**src/rtl/assert_macros.svh**
```systemverilog
// Assertion macros used by the top-level RTL file.
`ifndef ASSERT_MACROS_SVH
`define ASSERT_MACROS_SVH

// Condition holds at every clock edge outside reset.
`define OBM_ASSERT_ALWAYS(label, cond, msg) \
   label: assert property (@(posedge clock) disable iff (reset) (cond)) else $error(msg);

// Antecedent implies consequent in the same cycle outside reset.
`define OBM_ASSERT_IMPLIES(label, ante, cons, msg) \
   label: assert property (@(posedge clock) disable iff (reset) (ante) |-> (cons)) \
      else $error(msg);

`endif

```
**src/rtl/obm_pkg.sv**
```systemverilog
// Types and constants of the obstacle and battery monitor.
`default_nettype none

package obm_pkg;

   localparam int unsigned WINDOW   = 20;
   localparam int unsigned ID_W     = 32;
   localparam int unsigned DIST_W   = 16;
   localparam int unsigned ADC_W    = 12;
   localparam int unsigned COUNT_W  = 5;
   localparam int unsigned TOTAL_W  = 17;
   localparam int unsigned SCALE_W  = TOTAL_W + 1;
   localparam int unsigned CSR_IDX_W  = 3;
   localparam int unsigned CSR_DATA_W = 16;

   localparam logic [CSR_IDX_W-1:0] CSR_OBSTACLE_THRESHOLD = 3'd0;
   localparam logic [CSR_IDX_W-1:0] CSR_BATTERY_LOW_LIMIT  = 3'd1;
   localparam logic [CSR_IDX_W-1:0] CSR_BATTERY_FLOOR      = 3'd2;
   localparam logic [CSR_IDX_W-1:0] CSR_SAMPLE_CEILING     = 3'd3;
   localparam logic [CSR_IDX_W-1:0] CSR_SUBSTITUTE_VALUE   = 3'd4;

   localparam logic [DIST_W-1:0] RST_OBSTACLE_THRESHOLD = 16'd30;
   localparam logic [ADC_W-1:0]  RST_BATTERY_LOW_LIMIT  = 12'd2600;
   localparam logic [ADC_W-1:0]  RST_BATTERY_FLOOR      = 12'd700;
   localparam logic [ADC_W-1:0]  RST_SAMPLE_CEILING     = 12'd4000;
   localparam logic [ADC_W-1:0]  RST_SUBSTITUTE_VALUE   = 12'd3300;

   localparam logic [1:0] SIDE_FRONT = 2'd0;
   localparam logic [1:0] SIDE_LEFT  = 2'd1;
   localparam logic [1:0] SIDE_RIGHT = 2'd2;

   typedef struct packed {
      logic [DIST_W-1:0] obstacle_threshold;
      logic [ADC_W-1:0]  battery_low_limit;
      logic [ADC_W-1:0]  battery_floor;
      logic [ADC_W-1:0]  sample_ceiling;
      logic [ADC_W-1:0]  substitute_value;
   } cfg_type;

   typedef struct packed {
      logic [ID_W-1:0]   seq_id;
      logic              with_distances;
      logic [DIST_W-1:0] front_distance;
      logic [DIST_W-1:0] left_distance;
      logic [DIST_W-1:0] right_distance;
      logic [ADC_W-1:0]  battery_sample;
   } req_type;

   typedef struct packed {
      logic               pending_obstacle;
      logic [ID_W-1:0]    last_seq_id;
      logic [COUNT_W-1:0] window_count;
      logic [TOTAL_W-1:0] window_total;
   } state_type;

   typedef struct packed {
      logic       fresh_packet;
      logic       obstacle_event;
      logic [1:0] obstacle_side;
      logic       low_battery;
   } rsp_type;

endpackage

`default_nettype wire

```
**src/rtl/obm_csr.sv**
```systemverilog
// Configuration registers of the obstacle and battery monitor.
`default_nettype none

module obm_csr (
   input  wire logic                            clock,
   input  wire logic                            reset,
   input  wire logic                            csr_write_en,
   input  wire logic [obm_pkg::CSR_IDX_W-1:0]   csr_index,
   input  wire logic [obm_pkg::CSR_DATA_W-1:0]  csr_wdata,
   output obm_pkg::cfg_type                     cfg
);

   obm_pkg::cfg_type cfg_ff;
   obm_pkg::cfg_type cfg_in;

   always_comb begin
      cfg_in = cfg_ff;
      if (csr_write_en) begin
         unique case (csr_index)
            obm_pkg::CSR_OBSTACLE_THRESHOLD: cfg_in.obstacle_threshold = csr_wdata;
            obm_pkg::CSR_BATTERY_LOW_LIMIT:
               cfg_in.battery_low_limit = csr_wdata[obm_pkg::ADC_W-1:0];
            obm_pkg::CSR_BATTERY_FLOOR:
               cfg_in.battery_floor = csr_wdata[obm_pkg::ADC_W-1:0];
            obm_pkg::CSR_SAMPLE_CEILING:
               cfg_in.sample_ceiling = csr_wdata[obm_pkg::ADC_W-1:0];
            obm_pkg::CSR_SUBSTITUTE_VALUE:
               cfg_in.substitute_value = csr_wdata[obm_pkg::ADC_W-1:0];
            default: cfg_in = cfg_ff;
         endcase
      end
   end

   always_ff @(posedge clock) begin
      if (reset) begin
         cfg_ff.obstacle_threshold <= obm_pkg::RST_OBSTACLE_THRESHOLD;
         cfg_ff.battery_low_limit  <= obm_pkg::RST_BATTERY_LOW_LIMIT;
         cfg_ff.battery_floor      <= obm_pkg::RST_BATTERY_FLOOR;
         cfg_ff.sample_ceiling     <= obm_pkg::RST_SAMPLE_CEILING;
         cfg_ff.substitute_value   <= obm_pkg::RST_SUBSTITUTE_VALUE;
      end else begin
         cfg_ff <= cfg_in;
      end
   end

   assign cfg = cfg_ff;

endmodule

`default_nettype wire

```
**src/rtl/obm_eval.sv**
```systemverilog
// Per-packet evaluation: freshness, obstacle debounce and battery window.
`default_nettype none

module obm_eval (
   input  wire obm_pkg::cfg_type   cfg,
   input  wire obm_pkg::req_type   req,
   input  wire obm_pkg::state_type state_cur,
   output obm_pkg::state_type      state_nxt,
   output obm_pkg::rsp_type        rsp
);

   localparam logic [obm_pkg::COUNT_W-1:0] WINDOW_CNT = obm_pkg::COUNT_W'(obm_pkg::WINDOW);
   localparam logic [obm_pkg::SCALE_W-1:0] WINDOW_K   = obm_pkg::SCALE_W'(obm_pkg::WINDOW);

   logic                         fresh;
   logic                         hit;
   logic [1:0]                   hit_side;
   logic [obm_pkg::COUNT_W-1:0]  count_inc;
   logic                         window_done;
   logic                         sample_ok;
   logic [obm_pkg::SCALE_W-1:0]  limit_scaled;
   logic [obm_pkg::SCALE_W-1:0]  floor_scaled;
   logic [obm_pkg::SCALE_W-1:0]  total_ext;
   logic [obm_pkg::ADC_W-1:0]    addend;

   always_comb begin
      fresh = req.seq_id > state_cur.last_seq_id;

      // Front wins over left, left over right.
      hit      = 1'b1;
      hit_side = obm_pkg::SIDE_FRONT;
      priority if (req.front_distance < cfg.obstacle_threshold) begin
         hit_side = obm_pkg::SIDE_FRONT;
      end else if (req.left_distance < cfg.obstacle_threshold) begin
         hit_side = obm_pkg::SIDE_LEFT;
      end else if (req.right_distance < cfg.obstacle_threshold) begin
         hit_side = obm_pkg::SIDE_RIGHT;
      end else begin
         hit = 1'b0;
      end

      count_inc   = state_cur.window_count + 1'b1;
      window_done = count_inc == WINDOW_CNT;
      sample_ok   = (req.battery_sample < cfg.sample_ceiling) &&
                    (req.battery_sample > cfg.battery_floor);
      addend      = sample_ok ? req.battery_sample : cfg.substitute_value;

      // Compare the total against scaled bounds instead of dividing.
      limit_scaled = obm_pkg::SCALE_W'(cfg.battery_low_limit) * WINDOW_K;
      floor_scaled = (obm_pkg::SCALE_W'(cfg.battery_floor) + 1'b1) * WINDOW_K;
      total_ext    = obm_pkg::SCALE_W'(state_cur.window_total);

      state_nxt = state_cur;
      rsp       = '0;

      if (fresh) begin
         rsp.fresh_packet = 1'b1;
         state_nxt.last_seq_id = req.seq_id;
         if (req.with_distances && hit) begin
            if (!state_cur.pending_obstacle) begin
               state_nxt.pending_obstacle = 1'b1;
            end else begin
               state_nxt.pending_obstacle = 1'b0;
               rsp.obstacle_event = 1'b1;
               rsp.obstacle_side  = hit_side;
            end
         end
         if (window_done) begin
            rsp.low_battery = (total_ext < limit_scaled) && (total_ext >= floor_scaled);
            state_nxt.window_total = '0;
            state_nxt.window_count = '0;
         end else begin
            state_nxt.window_count = count_inc;
            state_nxt.window_total = state_cur.window_total +
                                     obm_pkg::TOTAL_W'(addend);
         end
      end else if (req.with_distances) begin
         state_nxt.last_seq_id = req.seq_id;
      end
   end

endmodule

`default_nettype wire

```
**src/rtl/obstacle_and_battery_monitor.sv**
```systemverilog
// Top level of the obstacle and battery monitor.
// The result is registered: an accepted item passes the input register, then the result register.
// Throughput: one item per cycle while rsp_stall is low; the evaluation step between the registers sets it.
// The input register accepts a new item while a finished result waits to be taken, if it holds none itself.
// Reset is synchronous, active high: thresholds return to their defaults, the last packet
// id, debounce bit and battery window clear, and both pipeline registers empty.
`default_nettype none
`include "assert_macros.svh"

module obstacle_and_battery_monitor (
   input  wire logic                            clock,
   input  wire logic                            reset,
   input  wire logic                            csr_write_en,
   input  wire logic [obm_pkg::CSR_IDX_W-1:0]   csr_index,
   input  wire logic [obm_pkg::CSR_DATA_W-1:0]  csr_wdata,
   input  wire logic                            req_valid,
   output      logic                            req_stall,
   input  wire logic [obm_pkg::ID_W-1:0]        req_seq_id,
   input  wire logic                            req_with_distances,
   input  wire logic [obm_pkg::DIST_W-1:0]      req_front_distance,
   input  wire logic [obm_pkg::DIST_W-1:0]      req_left_distance,
   input  wire logic [obm_pkg::DIST_W-1:0]      req_right_distance,
   input  wire logic [obm_pkg::ADC_W-1:0]       req_battery_sample,
   output      logic                            rsp_valid,
   input  wire logic                            rsp_stall,
   output      logic                            rsp_fresh_packet,
   output      logic                            rsp_obstacle_event,
   output      logic [1:0]                      rsp_obstacle_side,
   output      logic                            rsp_low_battery
);

   obm_pkg::cfg_type   cfg;
   obm_pkg::req_type   req_ff;
   obm_pkg::req_type   req_in;
   obm_pkg::state_type state_ff;
   obm_pkg::state_type state_in;
   obm_pkg::rsp_type   rsp_ff;
   obm_pkg::rsp_type   rsp_in;
   logic               in_valid_ff;
   logic               in_valid_in;
   logic               out_valid_ff;
   logic               out_valid_in;
   logic               advance;
   logic               accept;

   obm_csr u_csr (
      .clock        (clock),
      .reset        (reset),
      .csr_write_en (csr_write_en),
      .csr_index    (csr_index),
      .csr_wdata    (csr_wdata),
      .cfg          (cfg)
   );

   obm_eval u_eval (
      .cfg       (cfg),
      .req       (req_ff),
      .state_cur (state_ff),
      .state_nxt (state_in),
      .rsp       (rsp_in)
   );

   // Move the held item into the result register when that register frees up.
   assign advance   = in_valid_ff && (!out_valid_ff || !rsp_stall);
   assign req_stall = in_valid_ff && !advance;
   assign accept    = req_valid && !req_stall;

   always_comb begin
      req_in.seq_id         = req_seq_id;
      req_in.with_distances = req_with_distances;
      req_in.front_distance = req_front_distance;
      req_in.left_distance  = req_left_distance;
      req_in.right_distance = req_right_distance;
      req_in.battery_sample = req_battery_sample;

      in_valid_in  = accept ? 1'b1 : (advance ? 1'b0 : in_valid_ff);
      out_valid_in = advance ? 1'b1 : ((out_valid_ff && !rsp_stall) ? 1'b0 : out_valid_ff);
   end

   always_ff @(posedge clock) begin
      if (reset) begin
         in_valid_ff  <= 1'b0;
         out_valid_ff <= 1'b0;
         state_ff     <= '0;
      end else begin
         in_valid_ff  <= in_valid_in;
         out_valid_ff <= out_valid_in;
         if (advance) begin
            state_ff <= state_in;
         end
      end
   end

   always_ff @(posedge clock) begin
      if (accept) begin
         req_ff <= req_in;
      end
      if (advance) begin
         rsp_ff <= rsp_in;
      end
   end

   assign rsp_valid          = out_valid_ff;
   assign rsp_fresh_packet   = rsp_ff.fresh_packet;
   assign rsp_obstacle_event = rsp_ff.obstacle_event;
   assign rsp_obstacle_side  = rsp_ff.obstacle_side;
   assign rsp_low_battery    = rsp_ff.low_battery;

   `OBM_ASSERT_IMPLIES(a_stale_quiet, rsp_valid && !rsp_fresh_packet, !rsp_obstacle_event && !rsp_low_battery, "stale packet produced an event")
   `OBM_ASSERT_IMPLIES(a_side_valid, rsp_valid && rsp_obstacle_event, rsp_obstacle_side <= obm_pkg::SIDE_RIGHT, "obstacle side out of range")
   `OBM_ASSERT_ALWAYS(a_window_bound, state_ff.window_count < obm_pkg::COUNT_W'(obm_pkg::WINDOW), "window count reached window length")
   `OBM_ASSERT_IMPLIES(a_stall_full, req_stall, in_valid_ff && out_valid_ff && rsp_stall, "input stalled without a blocked result")

endmodule

`default_nettype wire

```
**config.mk**
```make
export PLATFORM = sky130hd
export DESIGN_NAME = obstacle_and_battery_monitor
export DESIGN_NICKNAME = d
export VERILOG_FILES = /design/src/rtl/obm_pkg.sv /design/src/rtl/obm_csr.sv /design/src/rtl/obm_eval.sv /design/src/rtl/obstacle_and_battery_monitor.sv
export VERILOG_INCLUDE_DIRS = /design/src /design/src/rtl
export SDC_FILE = /design/constraint.sdc
export NUM_CORES = 1
export LEC_CHECK = 0
export BUFFER_PORTS_ARGS = -buffer_cell sky130_fd_sc_hd__buf_2
export CAP_MARGIN = 5
export CORE_AREA = 3 3 181 183
export DETAILED_ROUTE_END_ITERATION = 12
export DIE_AREA = 0 0 184 186
export PLACE_DENSITY = 0.64
export SYNTH_ARGS = -nofsm -noshare
export SYNTH_HDL_FRONTEND = slang
export SYNTH_SLANG_ARGS = --single-unit
export TNS_END_PERCENT = 10
```
**constraint.sdc**
```tcl
create_clock -name clock -period 7.3 [get_ports clock]
set_input_delay 1.46 -clock clock [delete_from_list [all_inputs] [get_ports clock]]
set_output_delay 1.46 -clock clock [all_outputs]
set_load 0.02 [all_outputs]
```
# After elaboration in Yosys (flattened, before gate mapping)
# Cells that the tools add are included.
# totals
ff_bits	219
in_bits	117
output_inout_bits	7
word_cells	90
# op_classes
add_sub_neg	3
n_mul	2
magnitude_cmp	8
n_eq_ne	5
muxes	19
bitwise_logic	3
reduce_logical	28
# op_table
op	n
$mux 32	2
$lt 16x16->1	3
$gt 32x32->1	1
$mux 22	1
$ge 17x18->1	1
$mul 18x3->16 const B	1
$reduce_and 2->1	9
$add 17x12->17	1
$lt 17x17->1	1
$mul 12x3->15 const B	1
$add 12x1->13 const B	1
$gt 12x12->1	1
$lt 12x12->1	1
$mux 12	1
$mux 1	9
$logic_and 1x1->1	7
$eq 3x2->1 const B	2
$mux 2	3
$mux 3	2
$reduce_bool 2->1	3
$add 5x1->5 const B	1
$eq 5x5->1 const B	1
$mux 5	1
$reduce_or 5->1	1
8 further kinds	13

# Logic depth before layout (Yosys ltp)
# Gate-level depths: netlist of run 1.
# logic_depth
depth_word	8
ltp_mapped	19
ltp_nobuf	19

# Hierarchy
# Synthesis of run 1 repeated with hierarchy kept, for this count alone.
# hier_totals
cells_unflattened	1332
hier_area_um2	13933.4
# by_module_without_submodules
mod	instances	cells_each	area_per_inst_um2	seq_area_each_um2
obm_eval	1	742	5856.9	0.0
obstacle_and_battery_monitor	1	346	5509.0	4083.9
obm_csr	1	244	2567.5	1281.2

# Worst setup path before layout of run 1
# OpenSTA, ideal clock, no wires.
# synth_path
path_kind	input port to flip-flop
start	input port rsp_stall
end	register req_ff[0] (netlist bit) (enable)
setup_ns	0.554
arrival_time_ns	5.841
required_ns	6.746
slack_ns	0.904
path_stages	2
n_path_buf	0
cell_sequence	and3_1 nor2b_1
# synth_between
elab_chain_len	7
# synth_lines
item	line	text
from (decl)	obstacle_and_battery_monitor.sv:25	input wire logic rsp_stall,
$logic_not 1->1	obstacle_and_battery_monitor.sv:64	assign advance = in_valid_ff && (!out_valid_ff || !rsp_stall);
$logic_or 1x1->1	obstacle_and_battery_monitor.sv:64	
$logic_and 1x1->1	obstacle_and_battery_monitor.sv:64	
$logic_not 1->1	obstacle_and_battery_monitor.sv:65	assign req_stall = in_valid_ff && !advance;
$logic_and 1x1->1	obstacle_and_battery_monitor.sv:65	
$logic_not 1->1	obstacle_and_battery_monitor.sv:66	assign accept = req_valid && !req_stall;
$logic_and 1x1->1	obstacle_and_battery_monitor.sv:66	
named net accept	obstacle_and_battery_monitor.sv:44	logic accept;
to (signal assigned)	obstacle_and_battery_monitor.sv:96	req_ff <= req_in;
to (decl)	obstacle_and_battery_monitor.sv:33	obm_pkg::req_type req_ff;
# The timed path passes the listed nets, and every way through them passes these cells.
# A chain may end at the register's enable or synchronous reset.

# Worst setup path after layout of run 1
# layout_path
start	register u_csr.cfg_ff, in the netlist u_csr.cfg[26]
end	register rsp_ff, in the netlist rsp_low_battery, data pin
# layout_between
elab_chain_len	4
# layout_lines
item	line	text
from (decl)	obm_csr.sv:13	obm_pkg::cfg_type cfg_ff;
from (signal assigned)	obm_csr.sv:42	cfg_ff <= cfg_in;
$add 12x1->13	obm_eval.sv:50	floor_scaled = (obm_pkg::SCALE_W'(cfg.battery_floor) + 1'b1) * WINDOW_K;
$mul 18x3->16	obm_eval.sv:50	
$ge 17x18->1	obm_eval.sv:69	rsp.low_battery = (total_ext < limit_scaled) && (total_ext >= floor_scaled);
$logic_and 1x1->1	obm_eval.sv:69	
to (signal assigned)	obstacle_and_battery_monitor.sv:99	rsp_ff <= rsp_in;
to (decl)	obstacle_and_battery_monitor.sv:37	obm_pkg::rsp_type rsp_ff;
# Every way passes these cells.

==> reports/results.txt, run 1 <==
Status -> finished clean
FP Rows -> 65
Commonest cells after routing, fill and taps aside -> ha_1, nand2_1, buf_2
First-pass GRT wire length -> 45.5 mm
Max_cap viols -> 0
I/O pin count -> 124
Crit path kind -> reg -> reg
Final Hold Viols -> 0
Flop-to-flop setup slack -> 2.62 ns
Final setup vio count -> 0
Final Max Tran Viols -> 0
GRT Util Overall -> 0.164
Reg-to-Reg End -> rsp_low_battery
Clk_skew -> 0.0350 ns
DR vias/cell -> 5.28
DRC viols -> 0
Area Growth Syn to Fin -> 14.4%
CORE AREA -> 0.0314 sq mm
Slew headroom -> 0.272
Vias in the first global route -> 9142
Clk_lat worst skew -> 0.53 ns
Post-CTS Setup Inserts -> 0
Worst R2R Start -> u_csr.cfg[26]
Die ar. -> 0.0342 sq mm
Mapped Area -> 0.0125 sq mm
Final setup margin -> 2.62 ns
Min-Delay Endpoint -> u_csr.cfg[18]
DP Worst Slack -> 2.71 ns
Yosys warnings -> 0
CP Launch Type -> flop
Ys async rst share -> 0
Die height -> 186 um
Critical Path AT -> 4.96 ns
Post-Syn Nets -> 1558
Post-DP HPWL -> 21.8 mm
F_max -> 214 MHz
Worst-path clk slew -> 0.06 ns
Initial antenna violation count -> 7
Share of cells above drive strength 1 -> 0.135
Starting density of the core -> 0.399
Antenna-violating nets left -> 0
Critical path required time -> 7.59 ns
#FFs+latches synth -> 219
H-tree depth -> 1
Die W -> 184 um
Pin count of the biggest net entering global routing -> 70
CP Capture Type -> flop
Avg Cell Area, Syn -> 9.97 sq um
PostCTS Resize Cnt -> 0
Total Power -> 2950 uW
TritonCTS Buffers -> 24
Root buf cell -> clkbuf_16
Leak Pwr -> 0.00619 uW
Cell variety after synth -> 63
Max Root-Sink Buffers -> 3
Crit-path max FO -> 5
Seq/Total Area, Yosys -> 0.429
Power Density -> 206 mW/mm^2
Number of enable flip-flop cells after synthesis -> 98
Unrepaired setup endpoints after global routing -> no
Hold buffers post-CTS -> 0
Fin crit period -> 4.68 ns
Grt ovf -> 0
WHS Path Cells -> 2
Clk sink count -> 219
Port Buffers -> 123
CTS tree -> built
GP Congestion -> 0.839
Drt pass-1 iters -> 5
Commonest non-fill, non-tap cell in the layout -> ha_1
Setup TNS -> 0 ns
Cell depth of the worst flop-to-flop path -> 18
Final #Nets -> 1680
Via count -> 9496
Cells after synthesis -> 1255
Worst IR Drop VDD -> 0.198 mV
Synth Flop Type -> dfxtp_1
Iteration-0 DRC Markers -> 459
HP Class -> reg -> reg
Slew @ Worst Pin -> 1.09 ns
WL/cell -> 15.8 um
Hold path startpoint -> u_csr.cfg[18]
Fin crit share -> 0.640
Final wirelength -> 28.4 mm
## critical path, cell delays in order (launching register included)
cell	delay, ns
dfxtp_1	0.40
and4_1	0.28
and3_1	0.24
nand2_1	0.08
xnor2_1	0.33
ha_1	0.31
ha_1	0.35
or3_1	0.35
o21ai_0	0.07
a21oi_1	0.08
a41o_1	0.27
o41a_1	0.39
xnor2_1	0.14
ha_1	0.28
nor2_1	0.04
nor2_1	0.10
nand4_1	0.09
or3_1	0.36
a211oi_1	0.29
## sequential cells by signal, indices dropped and copies added (netlist names)
name and cells:
rsp_low_battery 1, req_ff 93, rsp_valid 1, rsp_obstacle_event 1, rsp_obstacle_side 2, u_csr.cfg 64, rsp_fresh_packet 1, state_ff 55
in_valid_ff 1
## cell families (layout without fill, tap and decap cells)
family / count (synthesis) / count (layout) / synth area share
simple gates: 386 / 386 / 0.150
compound gates: 243 / 243 / 0.124
flops: 219 / 219 / 0.429
fa+ha+maj: 187 / 187 / 0.189
buf+inv: 132 / 272 / 0.0413
mux: 52 / 52 / 0.0429
xor+xnor: 36 / 36 / 0.0252
other cells: 0 / 1 / 0
## stage by stage
step                      instances  area [sq um]  hold WS [ns]  utilization
after floorplan                1255         12500         0.433            -
after global placement         1753         13500         0.443        0.432
after detailed placement       1753         13500         0.447        0.432
after CTS                      1797         14300         0.459        0.456
after global routing           1798         14300         0.489        0.456
final                          1798         14300         0.456        0.456
## cell type report
| type | instances | area [sq um] |
|---|---|---|
| sequential | 219 | 5370 |
| inverter | 99 | 372 |
| antenna | 1 | 2.50 |
| timing repair buffer | 129 | 663 |
| clock buffer | 34 | 691 |
| fill | 2984 | 17100 |
| multi-input combinational | 904 | 6640 |
| tap | 402 | 503 |
| clock inverter | 10 | 72.6 |
## cells in the mapped netlist, drive strengths merged, types with 16 or more instances
master    n  area share
nand2   141       0.042
mux2i    39       0.031
a21oi    96       0.038
nor4     19       0.010
nor2     86       0.026
dfxtp   121        0.19
nand3b   18       0.011
xnor2    20       0.014
xor2     16       0.011
nand3    19      0.0076
clkbuf   27      0.0081
edfxtp   98        0.24
o21ai    48       0.019
ha      183        0.18
inv      99       0.030
a21o     27       0.016
nand4    22       0.011
## where the power goes
group | internal (uW) | switching (uW)
clock network | 667 | 490
logic | 180 | 230
registers | 1350 | 37.9
## worst max-delay path by stage
stage             startpoint               to  slack, ns  cells after the start
3_3_place_gp   u_csr.cfg[26]  rsp_low_battery       2.75                     18
4_1_cts        u_csr.cfg[27]  rsp_low_battery       2.60                     18
5_1_grt            req_ff[1]     state_ff[10]       2.28                     15
6_report       u_csr.cfg[26]  rsp_low_battery       2.62                     18
3_5_place_dp   u_csr.cfg[26]  rsp_low_battery       2.71                     18
2_1_floorplan      rsp_stall        req_ff[0]       0.90                      2
## per-layer routing
layer	global-route usage	part of all wire
met5	0	0.0024
met4	0.0493	0.027
met3	0.0289	0.053
met2	0.275	0.46
met1	0.217	0.46
No activity file was read; power rests on OpenSTA's default activity.
==> run 2, diff against run 1 <==
clock period = 4.4 ns   (was 7.3 ns; I/O delays follow)
==> reports/results.txt, run 2 (synthesis results as in run 1) <==
DRC viols -> 0
Antenna-violating nets left -> 0
Drt pass-1 iters -> 4
Worst IR Drop VDD -> 0.325 mV
CP Launch Type -> flop
Met3 WL -> 1.53 mm
HP Class -> reg -> reg
Critical path required time -> 4.65 ns
Crit path kind -> reg -> reg
Hold path startpoint -> u_csr.cfg[14]
Max Root-Sink Buffers -> 3
Share of cells above drive strength 1 -> 0.150
Crit. Startpoint -> u_csr.cfg[24]
Power Density -> 340 mW/mm^2
Hold buffers post-CTS -> 0
Final Hold Viols -> 0
Die ar. -> 0.0342 sq mm
DP Worst Slack -> 0.0531 ns
Root buf cell -> clkbuf_16
CTS tree -> built
Slew @ Worst Pin -> 0.897 ns
Crit-path max FO -> 9
Flop-to-flop setup slack -> 0.23 ns
WHS Path Cells -> 2
Starting density of the core -> 0.399
Worst R2R Start -> u_csr.cfg[24]
Dpl cell area -> 0.0136 sq mm
Area Growth Syn to Fin -> 15.3%
Status -> finished clean
Worst-path clk slew -> 0.07 ns
Leak Pwr -> 0.00623 uW
Pin count of the biggest net entering global routing -> 84
TritonCTS Buffers -> 23
Die W -> 184 um
Port Buffers -> 123
Core Util, Final -> 0.460
Met2 routed WL -> 13.4 mm
I/O pin count -> 124
CP Capture Type -> flop
Unrepaired setup endpoints after global routing -> yes
WL/cell -> 16.2 um
F_max -> 240 MHz
DR vias/cell -> 5.26
Most flops, register -> req_ff
FP Rows -> 65
Final Max Tran Viols -> 0
Grt ovf -> 0
Via count -> 9504
Post-Place Cells -> 1760
Clk_skew -> 0.0326 ns
Slew headroom -> 0.402
Post-DP HPWL -> 22.2 mm
CORE AREA -> 0.0314 sq mm
Max_cap viols -> 0
Min-Delay Endpoint -> u_csr.cfg[14]
Reg-to-Reg End -> rsp_low_battery
Critical Path AT -> 4.42 ns
Top Metal Used -> met5
Final setup margin -> 0.231 ns
WL met1 -> 13.3 mm
GRT Util Overall -> 0.169
Fin crit period -> 4.17 ns
Final wirelength -> 29.2 mm
Iteration-0 DRC Markers -> 594
Commonest non-fill, non-tap cell in the layout -> ha_1
Fin crit share -> 0.948
Vias in the first global route -> 9268
Max reg flops -> 93
Commonest cells after routing, fill and taps aside -> ha_1, nand2_1, buf_2
GP Congestion -> 0.837
Final #Nets -> 1689
H-tree depth -> 1
First-pass GRT wire length -> 46.8 mm
Die height -> 186 um
Post-Layout Inst Area -> 0.0144 sq mm
Clk sink count -> 219
Cell depth of the worst flop-to-flop path -> 18
Final setup vio count -> 0
Worst hold slack -> 0.454 ns
Layout Cells excl Fill -> 1806
Clk_lat worst skew -> 0.53 ns
Initial antenna violation count -> 7
[run 2: changes by cell type in the layout (fill, tap and decap cells not counted), moves of 2 or more]
cell        previous run  this run
buf_4                  7        17
clkbuf_1               5         8
clkinv_1               2         0
clkinv_2               2         4
clkinvlp_4             0         2
dfxtp_1              121       116
dfxtp_2                0         4
inv_4                  2         0
inv_6                  3         1
o21ai_0               48        46
o21ai_1                0         2
xnor2_1               20        18
xnor2_2                0         2
[run 2: layer usage]
layer | GRT usage | vias to the layer above
li1 | - | 4791
met1 | 0.223 | 4428
met2 | 0.279 | 209
met3 | 0.0330 | 64
met4 | 0.0556 | 12
met5 | 0 | -
[run 2: timing repair]
item / 4_1_cts / 5_1_grt
setup buffers: 0 / 3
resized for setup: 0 / 20
endpoints found under the setup margin: 0 / 11
[run 2: worst max path at each step]
stage	to	slack [ns]
3_3_place_gp	rsp_low_battery	0.19
3_5_place_dp	rsp_low_battery	0.05
6_report	rsp_low_battery	0.23
5_1_grt	rsp_low_battery	-0.06
4_1_cts	rsp_low_battery	0.02
2_1_floorplan	state_ff[10]	0.32
[run 2: final cells by class]
| class | count | area [sq um] |
|---|---|---|
| Antenna cell | 1 | 2.50 |
| Sequential cell | 219 | 5370 |
| Timing Repair Buffer | 139 | 738 |
| Clock inverter | 8 | 73.8 |
| Inverter | 99 | 372 |
| Tap cell | 402 | 503 |
| Fill cell | 2961 | 17000 |
| Clock buffer | 34 | 658 |
| Multi-Input combinational cell | 904 | 6710 |
[run 2: critical path, stage by stage, from the launching register on]
cell and delay (ns):
dfxtp_4 0.40, ha_1 0.21, nand3_1 0.13, xnor2_2 0.16
ha_1 0.34, fa_1 0.46, a21o_1 0.20, a211oi_1 0.24
nor2_1 0.11, nor2_1 0.12, xor2_1 0.25, ha_1 0.29
a21oi_1 0.15, nor2b_1 0.06, o21ai_0 0.15, a21oi_1 0.08
a2111oi_1 0.33, or3_1 0.15, a211oi_1 0.04
[run 2: stage by stage]
step                      TNS (ns)  total power [uW]
after floorplan                  0              2810
after global placement           0              3010
after detailed placement         0              3030
after CTS                        0              4940
after global routing       -0.0869              5150
final                            0              4900
[run 2: power breakdown]
group          total, uW  switching [uW]  internal [uW]
registers           2290            62.2           2230
clock network       1900             803           1100
logic                710             398            312
total               4900            1260           3640
==> run 3, diff against run 2 <==
CORE_AREA = 3 3 164 166   (was 3 3 181 183)
DIE_AREA = 0 0 167 169   (was 0 0 184 186)
PLACE_DENSITY = 0.75   (was 0.64)
clock period = 4.67 ns   (was 4.4 ns; I/O delays follow)
==> reports/results.txt, run 3 (synthesis results as in run 1) <==
Hold buffers post-CTS -> 0
Post-CTS Setup Inserts -> 0
Hold path startpoint -> u_csr.cfg[13]
Cell depth of the worst flop-to-flop path -> 18
Drt pass-1 iters -> 5
Setup TNS -> 0 ns
CORE AREA -> 0.0258 sq mm
Commonest non-fill, non-tap cell in the layout -> ha_1
Grt ovf -> 0
Status -> finished clean
FP Rows -> 59
GP Congestion -> 0.861
Max Root-Sink Buffers -> 3
Crit. Startpoint -> u_csr.cfg[26]
Fill cell count -> 2209
DRC viols -> 0
Antenna cells -> 0
F_max -> 231 MHz
H-tree depth -> 1
Die ar. -> 0.0282 sq mm
Initial antenna violation count -> 5
Critical Path AT -> 4.68 ns
Worst hold slack -> 0.456 ns
Max_cap viols -> 0
Slew @ Worst Pin -> 0.802 ns
Multi-input logic area -> 0.00666 sq mm
WHS Path Cells -> 2
WL/cell -> 16.5 um
First-pass GRT wire length -> 45.8 mm
Port Buffers -> 123
Critical path required time -> 5.02 ns
Fin crit share -> 0.927
Clk_lat worst skew -> 0.52 ns
Root buf cell -> clkbuf_16
Crit path kind -> reg -> reg
Pin count of the biggest net entering global routing -> 74
Final #Nets -> 1682
PostCTS Resize Cnt -> 0
GRT Util Overall -> 0.197
Fin crit period -> 4.33 ns
Slew headroom -> 0.465
CP Launch Type -> flop
Max reg flops -> 93
DR vias/cell -> 5.50
Crit-path max FO -> 5
Switching power -> 1180 uW
Clock power frac -> 0.396
Commonest cells after routing, fill and taps aside -> ha_1, nand2_1, buf_2
Most flops, register -> req_ff
Final setup vio count -> 0
Leak Pwr -> 0.00620 uW
TritonCTS Buffers -> 23
HP Class -> reg -> reg
Flop-to-flop setup slack -> 0.34 ns
Final wirelength -> 28.5 mm
Power Density -> 327 mW/mm^2
Worst IR Drop VDD -> 0.316 mV
I/O pin count -> 124
CTS tree -> built
DP Worst Slack -> 0.271 ns
Iteration-0 DRC Markers -> 509
Worst R2R Start -> u_csr.cfg[26]
Sequential fraction of design power -> 0.464
Antenna-violating nets left -> 0
Area Growth Syn to Fin -> 14.0%
Die height -> 169 um
Final Hold Viols -> 0
CP Capture Type -> flop
Net Sw Frac -> 0.254
Post-DP HPWL -> 21.8 mm
Final Max Tran Viols -> 0
Register area -> 0.00537 sq mm
Final setup margin -> 0.341 ns
Share of cells above drive strength 1 -> 0.140
Starting density of the core -> 0.486
Vias in the first global route -> 9275
Comb power frac -> 0.139
Clk sink count -> 219
Worst-path clk slew -> 0.06 ns
Clk_skew -> 0.0256 ns
Unrepaired setup endpoints after global routing -> no
P_int -> 3480 uW
Die W -> 167 um
Via count -> 9525
==> run 3: through the flow <==
step	instance area, sq um	cells	util	power [uW]
finish	14300	1731	0.554	4660
global route	14300	1731	0.554	4870
floorplan	12500	1255	-	2640
detailed placement	13500	1689	0.523	2850
global placement	13500	1689	0.523	2830
CTS	14200	1731	0.553	4690
==> run 3: per-layer routing <==
layer | global-route usage | vias up | share of wire
li1 | - | 4779 | -
met1 | 0.261 | 4457 | 0.44
met2 | 0.335 | 221 | 0.47
met3 | 0.0341 | 58 | 0.061
met4 | 0.0552 | 10 | 0.023
met5 | 0 | - | 0.0020
==> run 3: area by class of cell <==
class,count,area share
Clock inverter,14,0.0106
Tap cell,335,0.0294
Sequential cell,219,0.376
Inverter,99,0.0261
Clock buffer,28,0.0424
Timing Repair Buffer,132,0.0481
Multi-Input combinational cell,904,0.467
==> run 3: critical path, cell delays in order, from the launching register on <==
cell      delay, ns
dfxtp_1        0.40
and4_2         0.29
and3_1         0.21
nand2_1        0.11
xnor2_2        0.17
ha_1           0.30
ha_1           0.35
or3_1          0.37
o21ai_0        0.08
a21oi_1        0.07
a41o_1         0.27
o41a_1         0.39
xnor2_1        0.14
ha_1           0.28
nor2_1         0.03
nor2_1         0.08
nand4_1        0.09
or3_1          0.37
a211oi_2       0.15
==> run 3: worst paths after layout <==
kind / to
worst max-delay path: rsp_low_battery
worst max register to register: rsp_low_battery
worst min register to register: u_csr.cfg[13]
worst min-delay path: u_csr.cfg[13]
==> run 3: power by group through the flow <==
| stage | registers (uW) | clock network [uW] | logic, uW |
|---|---|---|---|
| floorplan | 2190 | 0 | 458 |
| global placement | 2200 | 0 | 627 |
| detailed placement | 2210 | 0 | 648 |
| CTS | 2160 | 1880 | 654 |
| global route | 2170 | 1960 | 743 |
| finish | 2160 | 1850 | 650 |
